[src/wnm_pkg.sv]
`timescale 1ns / 1ps

package wnm_pkg;

  // input beat kinds, carried in in_tuser
  typedef enum logic [1:0] {
    OP_APPEND_PAT  = 2'd0,
    OP_APPEND_NAME = 2'd1,
    OP_EVALUATE    = 2'd2,
    OP_CLEAR_PAT   = 2'd3
  } opcode_t;

  // 9-bit character codes: bit 8 marks a position past the end of a string
  localparam logic [8:0] STAR_CHAR  = 9'h02A;
  localparam logic [8:0] QMARK_CHAR = 9'h03F;
  localparam logic [8:0] END_MARK   = 9'h100;

  // fold a-z to upper case unless the compare is case sensitive
  function automatic logic [8:0] char_code(input logic [7:0] c, input logic past_end,
                                           input logic case_sens);
    logic [8:0] code;
    code = {1'b0, c};
    if (!case_sens && c >= 8'h61 && c <= 8'h7A) begin
      code = {1'b0, c - 8'h20};
    end
    if (past_end) begin
      code = END_MARK;
    end
    return code;
  endfunction

endpackage

[src/wildcard_name_match_core.sv]
`timescale 1ns / 1ps

// channel  | ports                      | beat contents (low bit up)
// ---------+----------------------------+--------------------------------------------
// input    | in_tvalid/in_tready        | tdata: char_value[7:0]; tuser: opcode[1:0]
// result   | out_tvalid/out_tready      | tdata: matched, status, zero pad to 8 bits
// config   | cfg_wr_en/cfg_wr_data      | case_sensitive
//
// append and clear beats leave the core idle; one beat is accepted per cycle while in_tready is high.
// an evaluate beat holds in_tready low while the matcher walks the two stores:
// each compare step is a store read (S_RD), then a compare (S_CMP), as each
// store has a single registered read port.
// an evaluate with a pending overflow goes straight to the result state with no walk.
// rst_n is synchronous, active low; it clears lengths, overflow, config and handshakes.
// a result waiting on out_tready does not block append beats; only the next
// evaluate waits for the output register to drain.

module wildcard_name_match_core #(
  parameter int MAX_LEN = 32
) (
  input  logic       clk,
  input  logic       rst_n,
  // cfg
  input  logic       cfg_wr_en,
  input  logic       cfg_wr_data,   // case_sensitive
  // input stream
  input  logic       in_tvalid,
  output logic       in_tready,
  input  logic [7:0] in_tdata,      // char_value[7:0]
  input  logic [1:0] in_tuser,      // opcode[1:0]
  // result stream
  output logic       out_tvalid,
  input  logic       out_tready,
  output logic [7:0] out_tdata      // [0] matched, [1] status, [7:2] zero
);

  localparam int AW = (MAX_LEN > 1) ? $clog2(MAX_LEN) : 1;
  localparam int LW = $clog2(MAX_LEN + 1);
  localparam int CW = $clog2(MAX_LEN + 2);

  typedef enum logic [1:0] {S_IDLE, S_RD, S_CMP, S_DONE} state_t;
  typedef enum logic [1:0] {PH_LEAD, PH_REM, PH_TAIL} phase_t;

  state_t  state_r;
  phase_t  phase_r;

  logic          cs_r;
  logic [LW-1:0] p_len_r, p_eff_r, n_len_r, n_eff_r;
  logic          ovf_r;
  logic [CW-1:0] w_r, s_r, back_w_r, back_s_r;
  logic          match_r, status_r;
  logic          out_valid_r;
  logic          res_match_r, res_status_r;

  logic [7:0]    pat_mem [MAX_LEN];
  logic [7:0]    nam_mem [MAX_LEN];
  logic [7:0]    pat_rd_r, nam_rd_r;

  logic          in_fire, pat_we, nam_we;
  logic          pat_full, nam_full;
  logic [CW-1:0] plen, nlen, w_inc, s_inc;
  logic [8:0]    wc, sc;
  logic          chars_eq, out_free;

  assign in_tready  = (state_r == S_IDLE);
  assign in_fire    = in_tvalid && in_tready;
  assign pat_full   = (p_len_r == LW'(MAX_LEN));
  assign nam_full   = (n_len_r == LW'(MAX_LEN));
  assign pat_we     = in_fire && (in_tuser == wnm_pkg::OP_APPEND_PAT) && !pat_full;
  assign nam_we     = in_fire && (in_tuser == wnm_pkg::OP_APPEND_NAME) && !nam_full;

  assign out_tvalid = out_valid_r;
  assign out_tdata  = {6'd0, res_status_r, res_match_r};
  assign out_free   = !out_valid_r || out_tready;

  // current characters of the walk, end mark past each effective length
  assign plen     = CW'(p_eff_r);
  assign nlen     = CW'(n_eff_r);
  assign w_inc    = w_r + CW'(1);
  assign s_inc    = s_r + CW'(1);
  assign wc       = wnm_pkg::char_code(pat_rd_r, w_r >= plen, cs_r);
  assign sc       = wnm_pkg::char_code(nam_rd_r, s_r >= nlen, cs_r);
  assign chars_eq = (wc == sc) || (wc == wnm_pkg::QMARK_CHAR);

  // pattern and name stores, one write and one registered read each
  always_ff @(posedge clk) begin
    if (pat_we) begin
      pat_mem[p_len_r[AW-1:0]] <= in_tdata;
    end
    pat_rd_r <= pat_mem[w_r[AW-1:0]];
  end

  always_ff @(posedge clk) begin
    if (nam_we) begin
      nam_mem[n_len_r[AW-1:0]] <= in_tdata;
    end
    nam_rd_r <= nam_mem[s_r[AW-1:0]];
  end

  // config register
  always_ff @(posedge clk) begin
    if (!rst_n) begin
      cs_r <= 1'b0;
    end else if (cfg_wr_en) begin
      cs_r <= cfg_wr_data;
    end
  end

  // sequencer: appends, match walk and result register
  always_ff @(posedge clk) begin
    if (!rst_n) begin
      state_r      <= S_IDLE;
      phase_r      <= PH_LEAD;
      p_len_r      <= '0;
      p_eff_r      <= '0;
      n_len_r      <= '0;
      n_eff_r      <= '0;
      ovf_r        <= 1'b0;
      w_r          <= '0;
      s_r          <= '0;
      back_w_r     <= '0;
      back_s_r     <= '0;
      match_r      <= 1'b0;
      status_r     <= 1'b0;
      out_valid_r  <= 1'b0;
      res_match_r  <= 1'b0;
      res_status_r <= 1'b0;
    end else begin
      if (out_valid_r && out_tready) begin
        out_valid_r <= 1'b0;
      end
      unique case (state_r)
        S_IDLE: begin
          if (in_fire) begin
            unique case (in_tuser)
              wnm_pkg::OP_APPEND_PAT: begin
                if (pat_full) begin
                  ovf_r <= 1'b1;
                end else begin
                  p_len_r <= p_len_r + LW'(1);
                  // effective length stops at the first zero byte
                  if (p_eff_r == p_len_r && in_tdata != 8'd0) begin
                    p_eff_r <= p_eff_r + LW'(1);
                  end
                end
              end
              wnm_pkg::OP_APPEND_NAME: begin
                if (nam_full) begin
                  ovf_r <= 1'b1;
                end else begin
                  n_len_r <= n_len_r + LW'(1);
                  if (n_eff_r == n_len_r && in_tdata != 8'd0) begin
                    n_eff_r <= n_eff_r + LW'(1);
                  end
                end
              end
              wnm_pkg::OP_EVALUATE: begin
                if (ovf_r) begin
                  ovf_r    <= 1'b0;
                  match_r  <= 1'b0;
                  status_r <= 1'b1;
                  state_r  <= S_DONE;
                end else begin
                  status_r <= 1'b0;
                  w_r      <= '0;
                  s_r      <= '0;
                  back_w_r <= '0;
                  back_s_r <= '0;
                  phase_r  <= PH_LEAD;
                  state_r  <= S_RD;
                end
              end
              default: begin
                p_len_r <= '0;
                p_eff_r <= '0;
              end
            endcase
          end
        end
        S_RD: begin
          state_r <= S_CMP;
        end
        S_CMP: begin
          unique case (phase_r)
            // leading part up to the first star
            PH_LEAD: begin
              if (s_r >= nlen) begin
                phase_r <= PH_TAIL;
              end else if (wc == wnm_pkg::STAR_CHAR) begin
                phase_r <= PH_REM;
              end else if (!chars_eq) begin
                match_r <= 1'b0;
                state_r <= S_DONE;
              end else begin
                w_r     <= w_inc;
                s_r     <= s_inc;
                state_r <= S_RD;
              end
            end
            // remainder with backtrack to the last star
            PH_REM: begin
              if (s_r >= nlen) begin
                phase_r <= PH_TAIL;
              end else if (wc == wnm_pkg::STAR_CHAR) begin
                w_r <= w_inc;
                if (w_inc >= plen) begin
                  match_r <= 1'b1;
                  state_r <= S_DONE;
                end else begin
                  back_w_r <= w_inc;
                  back_s_r <= s_inc;
                  state_r  <= S_RD;
                end
              end else if (chars_eq) begin
                w_r     <= w_inc;
                s_r     <= s_inc;
                state_r <= S_RD;
              end else begin
                w_r      <= back_w_r;
                s_r      <= back_s_r;
                back_s_r <= back_s_r + CW'(1);
                state_r  <= S_RD;
              end
            end
            // trailing stars only
            default: begin
              if (wc == wnm_pkg::STAR_CHAR) begin
                w_r     <= w_inc;
                state_r <= S_RD;
              end else begin
                match_r <= (w_r >= plen);
                state_r <= S_DONE;
              end
            end
          endcase
        end
        default: begin
          // hand the result over and clear the name
          if (out_free) begin
            out_valid_r  <= 1'b1;
            res_match_r  <= match_r;
            res_status_r <= status_r;
            n_len_r      <= '0;
            n_eff_r      <= '0;
            state_r      <= S_IDLE;
          end
        end
      endcase
    end
  end

  // effective lengths never pass the stored lengths
  a_eff_len: assert property (@(posedge clk) disable iff (!rst_n)
    (p_eff_r <= p_len_r) && (n_eff_r <= n_len_r))
    else $error("effective length beyond stored length");

  // pattern index never passes the pattern length during the walk
  a_w_range: assert property (@(posedge clk) disable iff (!rst_n)
    (state_r == S_RD || state_r == S_CMP) |-> (w_r <= plen))
    else $error("pattern index out of range");

  // name index and backtrack point stay bounded
  a_s_range: assert property (@(posedge clk) disable iff (!rst_n)
    (state_r == S_RD || state_r == S_CMP) |-> (s_r <= nlen && back_s_r <= nlen + CW'(1)))
    else $error("name index out of range");

  // an overflow report never claims a match
  a_ovf_result: assert property (@(posedge clk) disable iff (!rst_n)
    out_valid_r |-> !(res_match_r && res_status_r))
    else $error("overflow result reports a match");

  // an evaluate beat stops intake on the next cycle
  a_eval_busy: assert property (@(posedge clk) disable iff (!rst_n)
    (in_fire && in_tuser == wnm_pkg::OP_EVALUATE) |=> !in_tready)
    else $error("intake open during evaluation");

endmodule
[config.mk]
export PLATFORM = sky130hd
export DESIGN_NAME = wildcard_name_match_core
export DESIGN_NICKNAME = d
export VERILOG_FILES = /design/src/wnm_pkg.sv /design/src/wildcard_name_match_core.sv
export SDC_FILE = /design/constraint.sdc
export NUM_CORES = 1
export LEC_CHECK = 0
export BUFFER_PORTS_ARGS = -buffer_cell sky130_fd_sc_hd__buf_2
export CORE_AREA = 4 4 291 179
export DETAILED_ROUTE_END_ITERATION = 16
export DIE_AREA = 0 0 295 183
export PLACE_DENSITY_LB_ADDON = 0.05
export SKIP_CTS_REPAIR_TIMING = 1
export SYNTH_ARGS = -nofsm -noshare
export SYNTH_HDL_FRONTEND = slang
export SYNTH_SLANG_ARGS = --single-unit
[constraint.sdc]
create_clock -name clk -period 4.51 [get_ports clk]
set_input_delay 0 -clock clk [delete_from_list [all_inputs] [get_ports clk]]
set_output_delay 0 -clock clk [all_outputs]
set_load 0.02 [all_outputs]
==> flow_metrics.env <==
export IMPL_grt_pass1_vias=12271
export IMPL_worstSetupStartpoint="s_r[0]$_SDFFE_PN0P_"
export IMPL_cts_tree="built"
export IMPL_finalSetupViolCount=0
export IMPL_final_area_um2=27200
export IMPL_multi_input_area_um2=7120
export IMPL_register_area_um2=16900
export IMPL_placed_cell_area_um2=25300
export IMPL_tns_ps=0
export IMPL_timing_fmax_ghz=0.267
export IMPL_dieWidth_um=295
export IMPL_clock_latency_ps=600
export IMPL_syn_avg_cell_area_um2=17.4
export IMPL_antenna_found_initial=1
export IMPL_p_int_mw=9.13
export IMPL_power_switching_mw=2.73
export IMPL_cts_buffer_depth=3
export IMPL_grt_pass1_wl_mm=84.7
export IMPL_r2r_slack_ps=760
export IMPL_drc=0
export IMPL_yosysWarnings=0
export IMPL_hold_class="input pin to flop"
export IMPL_peakVddDrop_uv=285
export IMPL_vias=12812
export IMPL_finalHoldViolations=0
export IMPL_fp_dieH_um=183
export IMPL_start_util_pct=49.8
export IMPL_cts_buffers=53
export IMPL_dp_hpwl_mm=36.4
export IMPL_grt_max_degree=68
export IMPL_synth_area_leaders="edfxtp_1, mux4_2, dfxtp_1"
export IMPL_crit_fanout=26
export IMPL_coreArea_um2=49100
export IMPL_rsz0062_at_grt="false"
export IMPL_fin_ws_ps=759
export IMPL_arrival_ps=4230
export IMPL_drtPass1Iterations=6
export IMPL_gp_congestion=0.805
export IMPL_ys_seq_area_share_pct=69.1
export IMPL_r2r_start="s_r[0]$_SDFFE_PN0P_"
export IMPL_mostFrequentLayoutCells="edfxtp_1, mux4_2, nor2_1"
export IMPL_cap_violations=0
export IMPL_cp_start_kind="flop"
export IMPL_fill_cells=3795
export IMPL_tightest_slew_ps=1100
export IMPL_nets=1500
export IMPL_stdcell_count=2137
export IMPL_slew_headroom_pct=26.0
export IMPL_pin_count=26
export IMPL_holdPathStages=5
export IMPL_reg2reg_depth=11
export IMPL_rows=63
export IMPL_placed_cells=2032
export IMPL_endpoint_kind="flop"
export IMPL_synth_largest_area_cell="edfxtp_1"
export IMPL_synth_edf_count=512
export IMPL_ys_types=70
export IMPL_ctsRootBufferMaster="clkbuf_16"
export IMPL_worstPathRequired_ps=4990
export IMPL_yosysTopAreaCellShare_pct=62.9
export IMPL_grtUsageTotal_pct=21.5
export IMPL_drv_slew=0
export IMPL_drt_vias_per_instance=6.00
export IMPL_drt_iter0_markers=1281
export IMPL_layout_drive_gt1_share_pct=21.7
export IMPL_period_share_pct=83.2
export IMPL_wl_per_cell_um=26.7
export IMPL_skew_ps=26.4
export IMPL_port_buffers=19
export IMPL_final_common_cell="edfxtp_1"
export IMPL_r2r_end="state_r[1]$_SDFFE_PN0P_"
export IMPL_dp_slack_ps=878
export IMPL_ys_ff_latch=587
export IMPL_cts_clk_slew_worst_paths_ps=70
export IMPL_p_per_area_nw_per_um2=436
export IMPL_synthesis_instances=1402
export IMPL_drt_total_wl_mm=57.0
export IMPL_status="completed"
export IMPL_seqPwrFrac_pct=50.9
export IMPL_synth_top_flop_cell="edfxtp_1"
export IMPL_dieArea_um2=54000
export IMPL_syn_cell_area_um2=24400
export IMPL_pwr_share_comb_pct=8.2
export IMPL_area_growth_pct=11.3
export IMPL_p_sw_share_pct=23.0
export IMPL_globalRouteOverflowTotal=0
export IMPL_cts_sinks=587
export IMPL_endpoint="state_r[1]$_SDFFE_PN0P_"
export IMPL_synthArstFlopShare_pct=0
export IMPL_htree_levels=2
export IMPL_path_class="flop to flop"
export IMPL_p_leak_nw=8.65
export IMPL_finalPower_mw=11.9
export IMPL_ant_nets=0
export IMPL_p_clk_share_pct=40.9
export IMPL_finalCriticalPeriod_ps=3750
==> metrics by stage <==
step	util [%]	hold slack, ps
floorplan	-	98.9
global placement	51.4	272
detailed placement	51.4	274
CTS	55.3	-335
global route	55.4	86.8
finish	55.4	32.6
==> how the worst min path moves through the flow <==
| stage | endpoint | startpoint |
|---|---|---|
| 2_1_floorplan | nam_mem[0][0]$_DFFE_PP_ | in_tdata[0] |
| 3_3_place_gp | cs_r$_SDFFE_PN0P_ | cfg_wr_data |
| 4_1_cts | cs_r$_SDFFE_PN0P_ | cfg_wr_data |
| 5_1_grt | ovf_r$_SDFFE_PN0P_ | in_tuser[0] |
| 6_report | ovf_r$_SDFFE_PN0P_ | in_tuser[1] |
| 3_5_place_dp | cs_r$_SDFFE_PN0P_ | cfg_wr_data |
==> layout make-up <==
class,count,share of cell area [%]
clock inverter,30,1.53
clock buffer,69,5.39
timing repair buffer,50,1.25
tap,650,2.99
sequential,587,62.1
inverter,41,0.566
antenna,1,0.00920
multi-input combinational,709,26.2
==> state kept, by name, indices dropped and copies added, names as in the netlist, 8 cells and up <==
register  flops
nam_rd_r      8
pat_rd_r      8
pat_mem     256
nam_mem     256
==> worst max-delay path, cell delays in order, from the launching register on <==
cell,delay (ps)
dfxtp_4,660
inv_1,90
ha_1,280
nand2b_1,140
a21o_1,190
a211oi_1,540
o221ai_1,260
a211oi_2,320
nand4_4,210
a221oi_1,530
a21oi_1,110
o311a_1,310
==> metal layers <==
metal  global-route usage (%)  wire length [µm]
met5                        0                 0
met1                     36.6             28200
met3                     6.85              6160
met2                     26.8             21900
met4                     3.54               762
==> synthesized netlist by cell type (all sizes together), types with 4 or more instances <==
cell type,number
dfxtp,75
a21boi,4
nand3b,8
nand4,12
mux2i,19
or3,6
nor2,118
xnor2,19
nand3,31
a21o,4
mux2,10
nand2,78
inv,40
and2,12
clkbuf,46
a31oi,5
nor2b,10
o211ai,7
ha,42
o22ai,8
nor4,7
o21ai,24
mux4,160
edfxtp,512
a21oi,23
xor2,22
nand2b,13
buf,24
nor3,9
a211oi,7
==> power groups by stage <==
stage	registers (mW)	logic [mW]	clock network (mW)
after floorplan	6.11	0.681	0
after global placement	6.16	0.963	0
after detailed placement	6.16	0.959	0
after CTS	6.04	0.963	4.93
after global routing	6.05	1.06	5.19
final	6.04	0.972	4.85
==> kinds of logic after synthesis <==
group           count (synthesis)  share of synthesized area [%]
other cells                     1                         0.0153
flops                         587                           69.1
xor+xnor                       41                           1.47
simple gates                  318                           6.17
fa+ha+maj                      42                           2.15
compound gates                113                           3.25
buf+inv                       111                           1.90
mux                           189                           16.0
No activity file was read; power rests on OpenSTA's default activity.
